$ cat config.mk
export PLATFORM = sky130hd
export DESIGN_NAME = bitonic_sort_network
export DESIGN_NICKNAME = d
export VERILOG_FILES = /design/src/rtl/bsn_pkg.sv /design/src/rtl/bsn_ctrl.sv /design/src/rtl/bsn_datapath.sv /design/src/rtl/bitonic_sort_network.sv
export SDC_FILE = /design/constraint.sdc
export NUM_CORES = 1
export LEC_CHECK = 0
export ABC_AREA = 1
export BUFFER_PORTS_ARGS = -buffer_cell sky130_fd_sc_hd__buf_2
export CAP_MARGIN = 20
export CELL_PAD_IN_SITES_DETAIL_PLACEMENT = 2
export CELL_PAD_IN_SITES_GLOBAL_PLACEMENT = 2
export CORE_MARGIN = 10
export CORE_UTILIZATION = 39
export CTS_CLUSTER_DIAMETER = 150
export DETAILED_ROUTE_END_ITERATION = 8
export GPL_TIMING_DRIVEN = 0
export PLACE_DENSITY_LB_ADDON = 0.12
export REMOVE_ABC_BUFFERS = 1
export SLEW_MARGIN = 20
export SYNTH_ARGS = -nofsm -noshare
export SYNTH_HDL_FRONTEND = slang
export SYNTH_SLANG_ARGS = --single-unit
export TNS_END_PERCENT = 10
$ cat constraint.sdc
create_clock -name clk -period 5.8 [get_ports clk]
set_input_delay 0.29 -clock clk [delete_from_list [all_inputs] [get_ports clk]]
set_output_delay 0.29 -clock clk [all_outputs]
set_load 0.02 [all_outputs]
$ cat src/rtl/bsn_pkg.sv
package bsn_pkg;

  typedef enum logic [1:0] {
    ST_LOAD,
    ST_SORT,
    ST_EMIT
  } state_t;

  typedef struct packed {
    logic load_en;
    logic sort_en;
    logic flip;
    logic emit_en;
  } cmd_t;

  typedef struct packed {
    logic load_done;
    logic emit_done;
  } sts_t;

  localparam int InWidth  = 16;
  localparam int OutWidth = 16;

endpackage

$ cat src/rtl/bsn_ctrl.sv
module bsn_ctrl
  import bsn_pkg::*;
#(
  parameter int MAX_ITEMS = 16
) (
  input  logic                           clk,
  input  logic                           rst_n,
  input  sts_t                           sts,
  output cmd_t                           cmd,
  output logic [$clog2(MAX_ITEMS)-1:0]   stage_sel
);

  localparam int IW = $clog2(MAX_ITEMS);
  localparam int LW = $clog2(IW + 1);

  state_t          state_r, state_nxt;
  logic [LW-1:0]   k_r, k_nxt;
  logic [LW-1:0]   d_r, d_nxt;
  logic            flip_r, flip_nxt;
  logic            next_size;

  always_ff @(posedge clk) begin
    if (!rst_n) begin
      state_r <= ST_LOAD;
      k_r     <= '0;
      d_r     <= '0;
      flip_r  <= 1'b0;
    end else begin
      state_r <= state_nxt;
      k_r     <= k_nxt;
      d_r     <= d_nxt;
      flip_r  <= flip_nxt;
    end
  end

  // stage sequence per merge size 2^k: flip, then half-cleaners at distance 2^(k-2) .. 1
  always_comb begin
    state_nxt = state_r;
    k_nxt     = k_r;
    d_nxt     = d_r;
    flip_nxt  = flip_r;
    next_size = 1'b0;
    case (state_r)
      ST_LOAD: begin
        if (sts.load_done) begin
          state_nxt = ST_SORT;
          k_nxt     = LW'(1);
          flip_nxt  = 1'b1;
        end
      end
      ST_SORT: begin
        if (flip_r) begin
          if (k_r == LW'(1)) begin
            next_size = 1'b1;
          end else begin
            flip_nxt = 1'b0;
            d_nxt    = k_r - LW'(2);
          end
        end else if (d_r == '0) begin
          next_size = 1'b1;
        end else begin
          d_nxt = d_r - LW'(1);
        end
        if (next_size) begin
          if (k_r == LW'(IW)) begin
            state_nxt = ST_EMIT;
          end else begin
            k_nxt    = k_r + LW'(1);
            flip_nxt = 1'b1;
          end
        end
      end
      ST_EMIT: begin
        if (sts.emit_done) begin
          state_nxt = ST_LOAD;
        end
      end
      default: begin
        state_nxt = ST_LOAD;
      end
    endcase
  end

  always_comb begin
    cmd       = '0;
    stage_sel = '0;
    case (state_r)
      ST_LOAD: begin
        cmd.load_en = 1'b1;
      end
      ST_SORT: begin
        cmd.sort_en = 1'b1;
        cmd.flip    = flip_r;
        stage_sel   = flip_r ? (IW'(1) << (k_r - LW'(1))) : (IW'(1) << d_r);
      end
      ST_EMIT: begin
        cmd.emit_en = 1'b1;
      end
      default: begin
        cmd = '0;
      end
    endcase
  end

endmodule

$ cat src/rtl/bsn_datapath.sv
module bsn_datapath
  import bsn_pkg::*;
#(
  parameter int MAX_ITEMS   = 16,
  parameter int VALUE_WIDTH = 16
) (
  input  logic                           clk,
  input  logic                           rst_n,
  input  cmd_t                           cmd,
  input  logic [$clog2(MAX_ITEMS)-1:0]   stage_sel,
  output sts_t                           sts,
  input  logic                           in_valid,
  input  logic [InWidth-1:0]             in_value,
  input  logic                           in_final_item,
  input  logic                           out_stall,
  output logic                           out_valid,
  output logic [OutWidth-1:0]            out_sorted_value,
  output logic                           out_final_result
);

  localparam int IW = $clog2(MAX_ITEMS);
  localparam int P  = 1 << IW;
  localparam int CW = $clog2(MAX_ITEMS + 1);

  logic [VALUE_WIDTH-1:0] store_r  [P];
  logic [VALUE_WIDTH-1:0] sort_nxt [P];
  logic [CW-1:0]          count_r;
  logic [IW-1:0]          rd_r;
  logic                   out_valid_r;
  logic [OutWidth-1:0]    out_value_r;
  logic                   out_final_r;

  logic                   load_fire;
  logic                   load_last;
  logic                   emit_fire;
  logic                   emit_last;
  logic [VALUE_WIDTH-1:0] in_ext;

  assign in_ext    = VALUE_WIDTH'(in_value);
  assign load_fire = cmd.load_en && in_valid;
  assign load_last = in_final_item || (count_r == CW'(MAX_ITEMS - 1));
  assign emit_fire = cmd.emit_en && (!out_valid_r || !out_stall);
  assign emit_last = (CW'(rd_r) + CW'(1)) == count_r;

  assign sts.load_done = load_fire && load_last;
  assign sts.emit_done = emit_fire && emit_last;

  // one compare-exchange cell per entry; partner is j ^ (2^(l+1)-1) on flip, j ^ 2^l otherwise
  for (genvar j = 0; j < P; j++) begin : g_cell
    logic [VALUE_WIDTH-1:0] pv;
    logic [IW-1:0]          pi;
    logic                   take;

    always_comb begin
      pv = '0;
      pi = '0;
      for (int l = 0; l < IW; l++) begin
        if (stage_sel[l]) begin
          if (cmd.flip) begin
            pv = pv | store_r[IW'(j ^ ((2 << l) - 1))];
            pi = pi | IW'(j ^ ((2 << l) - 1));
          end else begin
            pv = pv | store_r[IW'(j ^ (1 << l))];
            pi = pi | IW'(j ^ (1 << l));
          end
        end
      end
      if (pi > IW'(j)) begin
        take = (CW'(pi) < count_r) && (store_r[j] > pv);
      end else begin
        take = (CW'(j) < count_r) && (pv > store_r[j]);
      end
    end

    assign sort_nxt[j] = take ? pv : store_r[j];
  end

  always_ff @(posedge clk) begin
    if (load_fire) begin
      store_r[count_r[IW-1:0]] <= in_ext;
    end else if (cmd.sort_en) begin
      store_r <= sort_nxt;
    end
  end

  always_ff @(posedge clk) begin
    if (!rst_n) begin
      count_r     <= '0;
      rd_r        <= '0;
      out_valid_r <= 1'b0;
    end else begin
      if (load_fire) begin
        count_r <= count_r + CW'(1);
        rd_r    <= '0;
      end else if (sts.emit_done) begin
        count_r <= '0;
      end
      if (emit_fire) begin
        rd_r        <= rd_r + IW'(1);
        out_valid_r <= 1'b1;
      end else if (!out_stall) begin
        out_valid_r <= 1'b0;
      end
    end
  end

  always_ff @(posedge clk) begin
    if (emit_fire) begin
      out_value_r <= OutWidth'(store_r[rd_r]);
      out_final_r <= emit_last;
    end
  end

  assign out_valid        = out_valid_r;
  assign out_sorted_value = out_value_r;
  assign out_final_result = out_final_r;

endmodule

$ cat src/rtl/bitonic_sort_network.sv
// channel   dir  transaction                              handshake
// in_       in   in_value[15:0], in_final_item            in_valid / in_stall
// out_      out  out_sorted_value[15:0], out_final_result out_valid / out_stall
//
// A set of n values loads at one transaction per cycle. The sort then applies
// one network stage per cycle, and the n results leave at one per cycle through
// the output register while out_stall is low. The next set loads once the last
// result has entered the output register. Reset is synchronous and needs no
// clearing pass.
module bitonic_sort_network
  import bsn_pkg::*;
#(
  parameter int MAX_ITEMS   = 16,
  parameter int VALUE_WIDTH = 16
) (
  input  logic                clk,
  input  logic                rst_n,
  input  logic                in_valid,
  output logic                in_stall,
  input  logic [InWidth-1:0]  in_value,
  input  logic                in_final_item,
  output logic                out_valid,
  input  logic                out_stall,
  output logic [OutWidth-1:0] out_sorted_value,
  output logic                out_final_result
);

  localparam int IW = $clog2(MAX_ITEMS);

  cmd_t          cmd;
  sts_t          sts;
  logic [IW-1:0] stage_sel;

  bsn_ctrl #(
    .MAX_ITEMS (MAX_ITEMS)
  ) u_ctrl (
    .clk       (clk),
    .rst_n     (rst_n),
    .sts       (sts),
    .cmd       (cmd),
    .stage_sel (stage_sel)
  );

  bsn_datapath #(
    .MAX_ITEMS   (MAX_ITEMS),
    .VALUE_WIDTH (VALUE_WIDTH)
  ) u_datapath (
    .clk              (clk),
    .rst_n            (rst_n),
    .cmd              (cmd),
    .stage_sel        (stage_sel),
    .sts              (sts),
    .in_valid         (in_valid),
    .in_value         (in_value),
    .in_final_item    (in_final_item),
    .out_stall        (out_stall),
    .out_valid        (out_valid),
    .out_sorted_value (out_sorted_value),
    .out_final_result (out_final_result)
  );

  assign in_stall = !cmd.load_en;

  a_load_then_sort : assert property (@(posedge clk) disable iff (!rst_n)
    sts.load_done |=> cmd.sort_en)
    else $error("sort did not start after last load");

  a_emit_then_load : assert property (@(posedge clk) disable iff (!rst_n)
    sts.emit_done |=> cmd.load_en)
    else $error("load not reopened after last result");

  a_stage_onehot : assert property (@(posedge clk) disable iff (!rst_n)
    cmd.sort_en |-> $onehot(stage_sel))
    else $error("stage select not one-hot");

  a_no_load_in_sort : assert property (@(posedge clk) disable iff (!rst_n)
    (cmd.sort_en || cmd.emit_en) |-> in_stall)
    else $error("input open while sorting or emitting");

endmodule
[Word-level counts from Yosys, hierarchy flattened]
Cells that the tools add are included.
Word-level totals
  bits in registers: 292
  bits of input ports: 21
  output and inout bits: 19
  logic and storage cells: 507
Operators by class
  multiplexer cells: 250
  bitwise gates (word level): 42
  shift-type cells: 2
  equality and inequality tests: 14
  reduce and logical (&&, ||, !) cells: 84
  $add $sub $neg: 7
  $lt $le $gt $ge: 83
Operators with widths (count)
  16-bit two-way mux: 86
  16-bit OR: 40
  16-bit > comparator: 32
  256-bit two-way mux: 2
  256-bit bitwise mux: 1
  4-bit two-way mux: 36
  3-bit two-way mux: 42
  4-bit by 5-bit less-than comparator with 1-bit output: 16
  16-bit binary-select mux with 4-bit select: 1
  16-bit demux with 4-bit select: 1
  2-bit two-way mux: 29
  1-bit two-way mux: 47
  4-bit by 5-bit less-than comparator with 1-bit output, first input constant: 8
  2-bit nonzero test: 20
  1-bit logical AND: 37
  2-bit AND reduction: 17
  4-bit > comparator, second input constant: 8
  3-bit by 5-bit less-than comparator with 1-bit output, first input constant: 4
  4-bit by 3-bit > comparator with 1-bit output, second input constant: 4
  5-bit >= comparator, second input constant: 2
  1-bit by 5-bit less-than comparator with 1-bit output, first input constant: 2
  2-bit by 5-bit less-than comparator with 1-bit output, first input constant: 2
  5-bit two-way mux: 2
  4-bit inverter with 5-bit output: 2
  other kinds (27): 41

[Depth between registers and ports, before layout]
Gate-level depths: netlist of the first run.
  word-level depth: 18
  gate-level depth with buffers: 26
  depth with buffers taken out: 25

[Modules after synthesis]
A second synthesis of the first run with hierarchy kept.
Second synthesis, totals
  cells, all modules: 3961
  area total of the unflattened synthesis: 27592.7 um^2
Modules (own cells, without submodules)
  bsn_datapath: area each 26892.0 um^2, instances 1, sequential area each 8398.1 um^2, cells an instance 3851
  bsn_ctrl: area each 696.9 um^2, instances 1, sequential area each 180.2 um^2, cells an instance 109
  bitonic_sort_network: area each 3.8 um^2, instances 1, sequential area each 0.0 um^2, cells an instance 1

[Least setup slack after synthesis of the first run]
OpenSTA, ideal clock, no wires.
  path kind: register to register
  start point: reg u_ctrl.k_r[0]
  end point: reg u_datapath.store_r[64] (netlist name), enable pin
  setup time: 0.394 ns
  setup slack: 1.635 ns
  period minus slack after synthesis: 4.165 ns
  path buffers: 3
  arrival time: 3.771 ns
  stages on the path, launching flop included: 25
  required time: 5.406 ns
  path through: dfxtp_1 inv_1 ha_1 nand2_2 nand2_1 nand2_1 nor2_2 nand2_4 inv_2 buf_4 nor2_8 buf_2 buf_2 nor2_1 ha_1 nand2_1 inv_1 nand2_1 nand2_1 a31oi_1 a21boi_0 nand2_1 inv_1 nand4_1 a21oi_1
On the way
  longest elaborated chain between the ends: 15
  elaborated cells on any way between the ends: 25
  classes of those cells: add/sub: 1; order compare: 4; shift: 1; mux: 13; bitwise: 2; reduce/logical: 4
RTL lines
  start: declaration: line bsn_ctrl.sv:17  | logic [LW-1:0] k_r, k_nxt;
  start signal: assignment: line bsn_ctrl.sv:30  | k_r <= k_nxt;
  3-bit by 1-bit subtractor with 3-bit output (*): line bsn_ctrl.sv:94  | stage_sel = flip_r ? (IW'(1) << (k_r - LW'(1))) : (IW'(1) << d_r);
  1-bit by 3-bit left shift with 4-bit output (*): line bsn_ctrl.sv:94
  4-bit two-way mux (*): line bsn_ctrl.sv:94
  4-bit two-way mux (*): line bsn_ctrl.sv:87  | case (state_r)
  branches (longest 8 deep; another with 16-bit > comparator)
  1-bit two-way mux (*): line bsn_datapath.sv:68  | if (pi > IW'(j)) begin
  2-bit nonzero test (no source line) (*)
  2-bit AND reduction (no source line) (*)
  end signal: indexed assignment: line bsn_datapath.sv:80  | store_r[count_r[IW-1:0]] <= in_ext;
  end signal: assignment: line bsn_datapath.sv:82  | store_r <= sort_nxt;
  end: declaration: line bsn_datapath.sv:25  | logic [VALUE_WIDTH-1:0] store_r [P];
Mark *: on every way between the ends.
A chain may end at the register's enable or synchronous reset.

[Final worst setup path of the first run]
  start point: reg u_ctrl.state_r[1]
  end point: reg u_datapath.store_r[213] (netlist name), enable pin
On the way
  longest elaborated chain between the ends: 15
  elaborated cells on any way between the ends: 33
  classes of those cells: order compare: 4; eq/ne: 1; mux: 17; bitwise: 4; reduce/logical: 7
RTL lines
  start: declaration: line bsn_ctrl.sv:16  | state_t state_r, state_nxt;
  start signal: assignment: line bsn_ctrl.sv:29  | state_r <= state_nxt;
  2-bit by 1-bit equality test with 1-bit output: line bsn_ctrl.sv:87
  4-bit two-way mux: line bsn_ctrl.sv:87
  16-bit two-way mux: line bsn_datapath.sv:58  | if (stage_sel[l]) begin
  16-bit OR, on equally long branches: line bsn_datapath.sv:63, bsn_datapath.sv:60
  16-bit two-way mux: line bsn_datapath.sv:59  | if (cmd.flip) begin
  16-bit two-way mux: line bsn_datapath.sv:58
  16-bit OR, on equally long branches: line bsn_datapath.sv:63, bsn_datapath.sv:60
  16-bit two-way mux: line bsn_datapath.sv:59
  16-bit two-way mux (2 in series): line bsn_datapath.sv:58
  16-bit > comparator, on equally long branches: line bsn_datapath.sv:71, bsn_datapath.sv:69
  1-bit logical AND, on equally long branches: line bsn_datapath.sv:71, bsn_datapath.sv:69
  1-bit two-way mux: line bsn_datapath.sv:68
  2-bit nonzero test (no source line)
  2-bit AND reduction (no source line) (*)
Mark *: on every way between the ends. The rest lies on a longest branch, timed or not.

==> results of run 1 <==
[Yosys cell counts, types with 24 or more instances]
cell type  instances
nand2_1          903
o21ai_0          410
a21oi_1          328
edfxtp_1         273
ha_1             272
nor2_1           269
inv_1            184
nand3_1          151
clkbuf_1         119
o22ai_1           65
buf_2             55
o21ai_1           36
nand4_1           34
a211oi_2          33
a211oi_1          30
o221ai_1          29
a2111oi_2         28
a221oi_2          24
o211ai_1          24
[critical path, stage by stage, from the launching register on]
cell and delay (ns):
dfxtp_1 0.48, inv_2 0.16, nand3_4 0.40, buf_16 0.30, clkinv_8 0.26, buf_16 0.29
nand2_1 0.23, a21oi_1 0.12, a2111oi_4 0.33, ha_1 0.31, a21oi_1 0.33, o21ai_1 0.30
nand2_1 0.13, nand3_1 0.17, nand2_1 0.18, nand4_1 0.28, nor3_1 0.24, nor2_1 0.10
a21oi_4 0.46, buf_16 0.26
[cells by family (layout without fill, tap and decap cells)]
logic type | Yosys count | in the layout | share of synthesized area, %
simple gates | 1404 | 1411 | 21.6
flops | 292 | 292 | 32.7
buf+inv | 410 | 371 | 6.46
compound gates | 1077 | 1077 | 26.1
fa+ha+maj | 272 | 272 | 13.0
xor+xnor | 4 | 4 | 0.134
[registers in the layout, summed over array words and instances, names as in the netlist]
register,cells
u_ctrl.k_r,3
u_datapath.count_r,5
u_ctrl.state_r,2
u_datapath.rd_r,4
u_datapath.store_r,256
u_ctrl.flip_r,1
u_datapath.out_sorted_value,16
u_datapath.out_final_result,1
u_datapath.out_valid,1
u_ctrl.d_r,3
[final cells by class]
cell class	instances	area share, %
multi-input combinational	2764	55.4
clock inverter	17	0.250
sequential	292	29.1
inverter	201	2.89
timing repair buffer	93	4.66
clock buffer	60	4.10
tap	864	3.66
[per-stage QoR]
stage | instance area [µm²] | TNS (ns) | hold WS (ns)
after global routing | 29500 | -4.11 | 0.103
after detailed placement | 27700 | -217.85 | 0.485
final | 29500 | -1.76 | 0.0931
after floorplan | 25300 | -152.56 | 0.428
after CTS | 29300 | -1.25 | 0.0546
after global placement | 26500 | -2266.48 | 0.482
[report_power, final]
group	switching, mW	internal (mW)
combinational	2.22	0.927
sequential	0.207	2.54
clock	1.12	1.45
[layout by cell type (no fill, tap or decap), drive strengths merged, types with 20 or more instances in the layout]
cell type,netlist,routed
inv,199,197
a2111oi,37,37
o211ai,25,25
o21ai,448,448
nor2,275,276
a221oi,24,24
nand2,909,913
ha,272,272
a21oi,328,328
o221ai,29,29
buf,90,92
o22ai,65,65
nand3,153,155
nor3,23,23
nand4,34,34
a211oi,63,63
clkinv,2,20
edfxtp,273,273
clkbuf,119,60
[per-layer routing]
metal  wire (µm)  up-vias  GRT usage (%)  part of all wire (%)
met5          12        -              0                0.0079
met4       10300        2           23.6                   6.8
met3       13200      428           6.30                   8.7
met2       66900     1608           58.6                    44
met1       61200    15000           47.8                    40
li1            -    12200              -                     -
[worst max path at each step]
stage,start,endpoint,slack (ns)
3_3_place_gp,u_ctrl.flip_r,u_datapath.store_r[172],-7.45
5_1_grt,u_ctrl.k_r[0],u_datapath.store_r[71],-0.14
4_1_cts,u_ctrl.k_r[0],u_datapath.store_r[86],-0.13
6_report,u_ctrl.state_r[1],u_datapath.store_r[213],-0.1
2_1_floorplan,u_ctrl.flip_r,u_datapath.store_r[208],-0.77
3_5_place_dp,u_ctrl.k_r[0],u_datapath.store_r[76],-1.62
[timing repair]
item	in CTS	in global routing
hold buffers	1	0
buffers inserted	8	7
pin swaps	14	8
resized for setup	34	19
cloned	7	0
endpoints found under the hold margin	1	0
endpoints found under the setup margin	252	207
==> impl_results.md, run 1 <==
- Status: finished, violations left
- Failing checks: setup timing
- Hold Vio Cnt, Final: 0
- Asr flop ratio synth: 0%
- WL per Instance: between 30 and 40 µm
- Actual slew at the worst max-slew pin: 1.27 ns
- Final Core Density: 44.6%
- Top-area cell type share of the netlist area: 31.3%
- Finish-stage setup viols: 36
- Critical Path Fanout Max: 73
- Maximum capacitance violations: 0
- Layout area overhead: 12.7%
- Synthesis-stage register bit count: 292
- Post-Route WL: roughly 150,000 µm
- # rows: 94
- Die area: 78,000 µm²
- Initial antenna violation count: 2
- Pre-CTS setup slack: -1.62 ns
- Peak supply drop: ~230 µV
- Number of synthesized flops with an enable pin: 273
- Most used flip-flop cell after synthesis: edfxtp_1
- Top post-synthesis cells by area: edfxtp_1, ha_1, nand2_1
- DRT Pass-1 Iters: 5
- Worst reg-to-reg path cell count: 19
- Crit path required time: 6.08 ns
- Clock Path Buffers: 3
- Post-Layout Cell Count: about 4,300
- Number of synthesis warnings: 0
- Syn avg cell area: roughly 7.6 µm²
- Fin worst setup slack: -0.0973 ns
- Gpl congestion: 1.00
- Post-route ant nets: 0
- FF-to-FF End: u_datapath.store_r[213]
- Critical path launch point type: flip-flop
- Final period utilization: 102%
- Final routed DRC violation total: 0
- Clk root buf: clkbuf_16
- Worst reg-to-reg setup slack: -0.1 ns
- Total GRT Usage: 37.6%
- CTS Sinks: 292
- Via/cell ratio: 6.81
- Sequential share of the synthesized area: 32.7%
- CTS tree: built
- Pleak: 12.2 nW
- Ant diodes: 0
- Hold Crit Endpoint: u_ctrl.k_r[0]
- Final count of pins violating max slew: 0
- Worst-Skew Late Latency: 0.60 ns
- Worst hold path class: primary input to flip-flop
- DRT iter0 DRCs: 3,838
- Total chip power: 8.47 mW
- Die width: approximately 280 µm
- Hold Path Depth: 3
- Storage element area: ~8600 µm²
- Kind of critical path: flip-flop to flip-flop
- Fmax: 170 MHz
- Vias in the first global route: 30,300
- RR Startpoint: u_ctrl.state_r[1]
- Slew headroom: 15.4%
- Final Net Count: between 3,000 and 4,000
- Share of cells above drive strength 1: 9.69%
- Port Buf Inserts: 39
- Largest net degree at the start of global routing: 74
- Clock-pin slew on the worst setup and hold paths: 0.05 ns
- Core Footprint: 66,200 µm²
- Top Ports: 40
- Total gr overflow: 0
- Cell Pwr Density: 287 nW/µm²
- Clock period minus worst slack: just under 6 ns
- Die Height: 279 µm
- Critical path arrival: 6.18 ns
- Initial core utilization: 39.6%
- Clock skew: around 0.021 ns
- RSZ-0062 raised after global routing: true
- Hpwl dp: 103,000 µm
- First-pass GRT wire length: 216,000 µm
- H-tree levels: 2
- Min-delay src: rst_n
- Synth Instances: 3,459
- Vias: 29,200
- Distinct cell type count after synthesis: 56
- Area of the mapped netlist: about 26,000 µm²
- Fill count: 7,584
- Area of the multi-input gates: 16,400 µm²
- Synth area leader: edfxtp_1
- Total CTS buffers: 42
- CP Capture Type: flip-flop
- Placed cells: ~4,200
Note: power is estimated with default switching activity, not from simulation.
==> inputs of run 2 (changes only) <==
Settings changed: ABC_AREA 1 to not set, CORE_UTILIZATION 39 to 42.
==> impl_results.md, run 2 <==
- Status: finished, violations left
- Failing checks: setup timing
- RSZ-0062 raised after global routing: true
- Clock Path Buffers: 3
- Actual slew at the worst max-slew pin: 1.16 ns
- Die Height: around 270 µm
- Number of synthesized flops with an enable pin: 273
- Max incr delay on CP: around 0.94 ns
- RR Startpoint: u_ctrl.k_r[1]
- Cell Pwr Density: 309 nW/µm²
- Crit-path cells: inv_1 > ha_4 > nand2_1 > o21ai_2 > xnor2_1 > nand2_4 > buf_16 > a31oi_1 > ha_1 > nand2_1 > nor4_1 > a21boi_0 > a2111oi_0 > o21ai_0 > mux2_2
- Asr flop ratio synth: 0%
- Die width: around 270 µm
- Critical path arrival: 6.05 ns
- CTS Sinks: 292
- Mux contribution to synthesized area: 11.6%
- Via/cell ratio: 7.51
- Clk root buf: clkbuf_16
- DRT Pass-1 Iters: 5
- Sequential share of the synthesized area: 32.4%
- Commonest cells in the synthesized netlist: edfxtp_1, ha_1, nand2_1
- Vias in the first global route: 28,700
- Area of the mapped netlist: ~26,000 µm²
- Synthesis-stage register bit count: 292
- Gpl congestion: 0.956
- Fmax: 172 MHz
- Hold Vio Cnt, Final: 0
- Pleak: ~11 nW
- Syn avg cell area: 9.15 µm²
- Clock-pin slew on the worst setup and hold paths: 0.06 ns
- Post-synthesis adder-cell area fraction: 12.9%
- Total GRT Usage: 37.7%
- Most common cell in the netlist: edfxtp_1
- Slew headroom: approximately 23%
- Top post-synthesis cells by area: edfxtp_1, ha_1, mux4_2
- Synth Area in Compound Gates: approximately 25%
- Maximum capacitance violations: 0
- Post-route ant nets: 0
- Hold Crit Endpoint: u_datapath.out_valid
- Min-delay src: out_stall
- Clock skew: 0.0103 ns
- Pre-CTS setup slack: -1.10 ns
- Peak supply drop: 190 µV
- Synth area leader: edfxtp_1
- Finish-stage setup viols: 21
- Total gr overflow: 0
- Critical path launch point type: flip-flop
- Worst hold path class: primary input to flip-flop
- Core Footprint: 62,100 µm²
- Die area: 73,500 µm²
- Post-Route WL: 144,000 µm
- Largest net degree at the start of global routing: 66
- Final Net Count: 3,135
- Cell area after placement: 28,400 µm²
- Fin worst setup slack: -0.0306 ns
- Critical Path Fanout Max: 60
- Worst-Skew Late Latency: 0.58 ns
- Critical path's slowest cell: a2111oi_0
- First-pass GRT wire length: between 200,000 and 250,000 µm
- FF-to-FF End: u_datapath.store_r[70]
- Clock period minus worst slack: 5.83 ns
- Hold Path Depth: 3
- Layout area overhead: 13.6%
- Final period utilization: 101%
- CP most frequent cell: nand2_1
- WL per Instance: 38.7 µm
- Initial core utilization: a little over two fifths
- DRT iter0 DRCs: 3,914
- Synth Instances: 2,892
- Total CTS buffers: 41
- CTS tree: built
- Top-area cell type share of the netlist area: 31.0%
- XOR/XNOR share of the synthesized area: 0.326%
- Simple-gate area share of the yosys netlist: about an eighth
- Final count of pins violating max slew: 0
- Number of synthesis warnings: 0
- # rows: 91
- H-tree levels: 2
- Top Ports: 40
- Commonest cells after routing, fill and taps aside: edfxtp_1, ha_1, o21ai_1, nand2_1, a21oi_1
- Largest register FFs: 256
- Crit path required time: 6.02 ns
- Port Buf Inserts: 39
- Leading cell type in the layout, fill and taps excluded: edfxtp_1
- Largest family of logic cells by synthesized area: compound AO/OA/AOI/OAI gates
- Finished Cell Area: 30,100 µm²
- Most used flip-flop cell after synthesis: edfxtp_1
- Initial antenna violation count: 3
- Vias: 27,900
- Hpwl dp: 104,000 µm
- Share of cells above drive strength 1: ~15%
- Kind of critical path: flip-flop to flip-flop
- Final routed DRC violation total: 0
- Worst reg-to-reg setup slack: -0.03 ns
- Most flops, register: u_datapath.store_r
- Distinct cell type count after synthesis: 74
- CP Capture Type: flip-flop
- Worst reg-to-reg path cell count: 15
-- run 2: cell families after synthesis --
kind of cell | after synthesis
buffers and inverters | 295
adder cells (fa/ha/maj) | 272
multiplexers | 207
AO/OA/AOI/OAI | 1093
flip-flops | 292
XOR/XNOR | 9
AND/OR/NAND/NOR | 724
-- run 2: worst max path at each step --
stage | end | slack (ns) | from | depth (start not counted)
CTS | u_datapath.store_r[150] | -0.001 | u_ctrl.k_r[0] | 21
detailed placement | u_datapath.store_r[182] | -1.10 | u_ctrl.state_r[0] | 17
global route | u_datapath.store_r[150] | -0.03 | u_ctrl.k_r[1] | 20
floorplan | u_datapath.store_r[16] | -21.16 | u_ctrl.flip_r | 11
finish | u_datapath.store_r[70] | -0.03 | u_ctrl.k_r[1] | 15
global placement | u_datapath.store_r[56] | -42.23 | u_ctrl.flip_r | 10
-- run 2: metal layers --
layer / vias up / part of all wire [%] / track usage, %
li1: 11200 / - / -
met1: 14400 / 39 / 48.6
met2: 1841 / 44 / 57.9
met3: 457 / 9.6 / 6.85
met4: 4 / 7.1 / 22.8
met5: - / 0.018 / 0
-- run 2: per-stage QoR --
stage | utilization (%) | hold slack (ns) | setup TNS, ns | std cells | power, mW
after floorplan | - | 0.425 | -9738.47 | 2664 | 4.68
after global placement | 42.9 | 0.505 | - | 3540 | 5.99
after detailed placement | 45.7 | 0.503 | -94.18 | 3622 | 6.25
after CTS | 48.2 | 0.00762 | -0.000984 | 3710 | 9.05
after global routing | 48.4 | 0.0603 | -0.397 | 3712 | 9.52
final | 48.4 | 0.0267 | -0.398 | 3713 | 9.30
-- run 2: final cells by class --
cell class              instances  area, µm²
inverters                      67        251
flip-flops and latches        292       8590
multi-input cells            2306      16900
well taps                     837       1050
repair buffers                134       1890
clock inverters                29        314
fillers                      6476      32000
clock buffers                  47       1090
diodes                          1       2.50
-- run 2: power breakdown --
part           switching (mW)  internal, mW
clock network            1.14          1.66
registers               0.327          2.55
logic                    2.41          1.22
-- run 2: critical path: cells and delay by family (launching register included) --
kind | cells | cell delay [ns]
xor+xnor | 1 | 0.24
compound gates | 5 | 2.34
fa+ha+maj | 2 | 0.74
simple gates | 4 | 0.59
flops | 1 | 0.39
buf+inv | 2 | 0.40
mux | 1 | 0.66
-- run 2: timing repair --
item | 4_1_cts | 5_1_grt
pin swaps | 8 | 1
setup buffers | 11 | 2
endpoints found under the setup margin | 184 | 138
gates resized for setup | 16 | 17
cloned | 1 | 0
hold buffers | 0 | 0
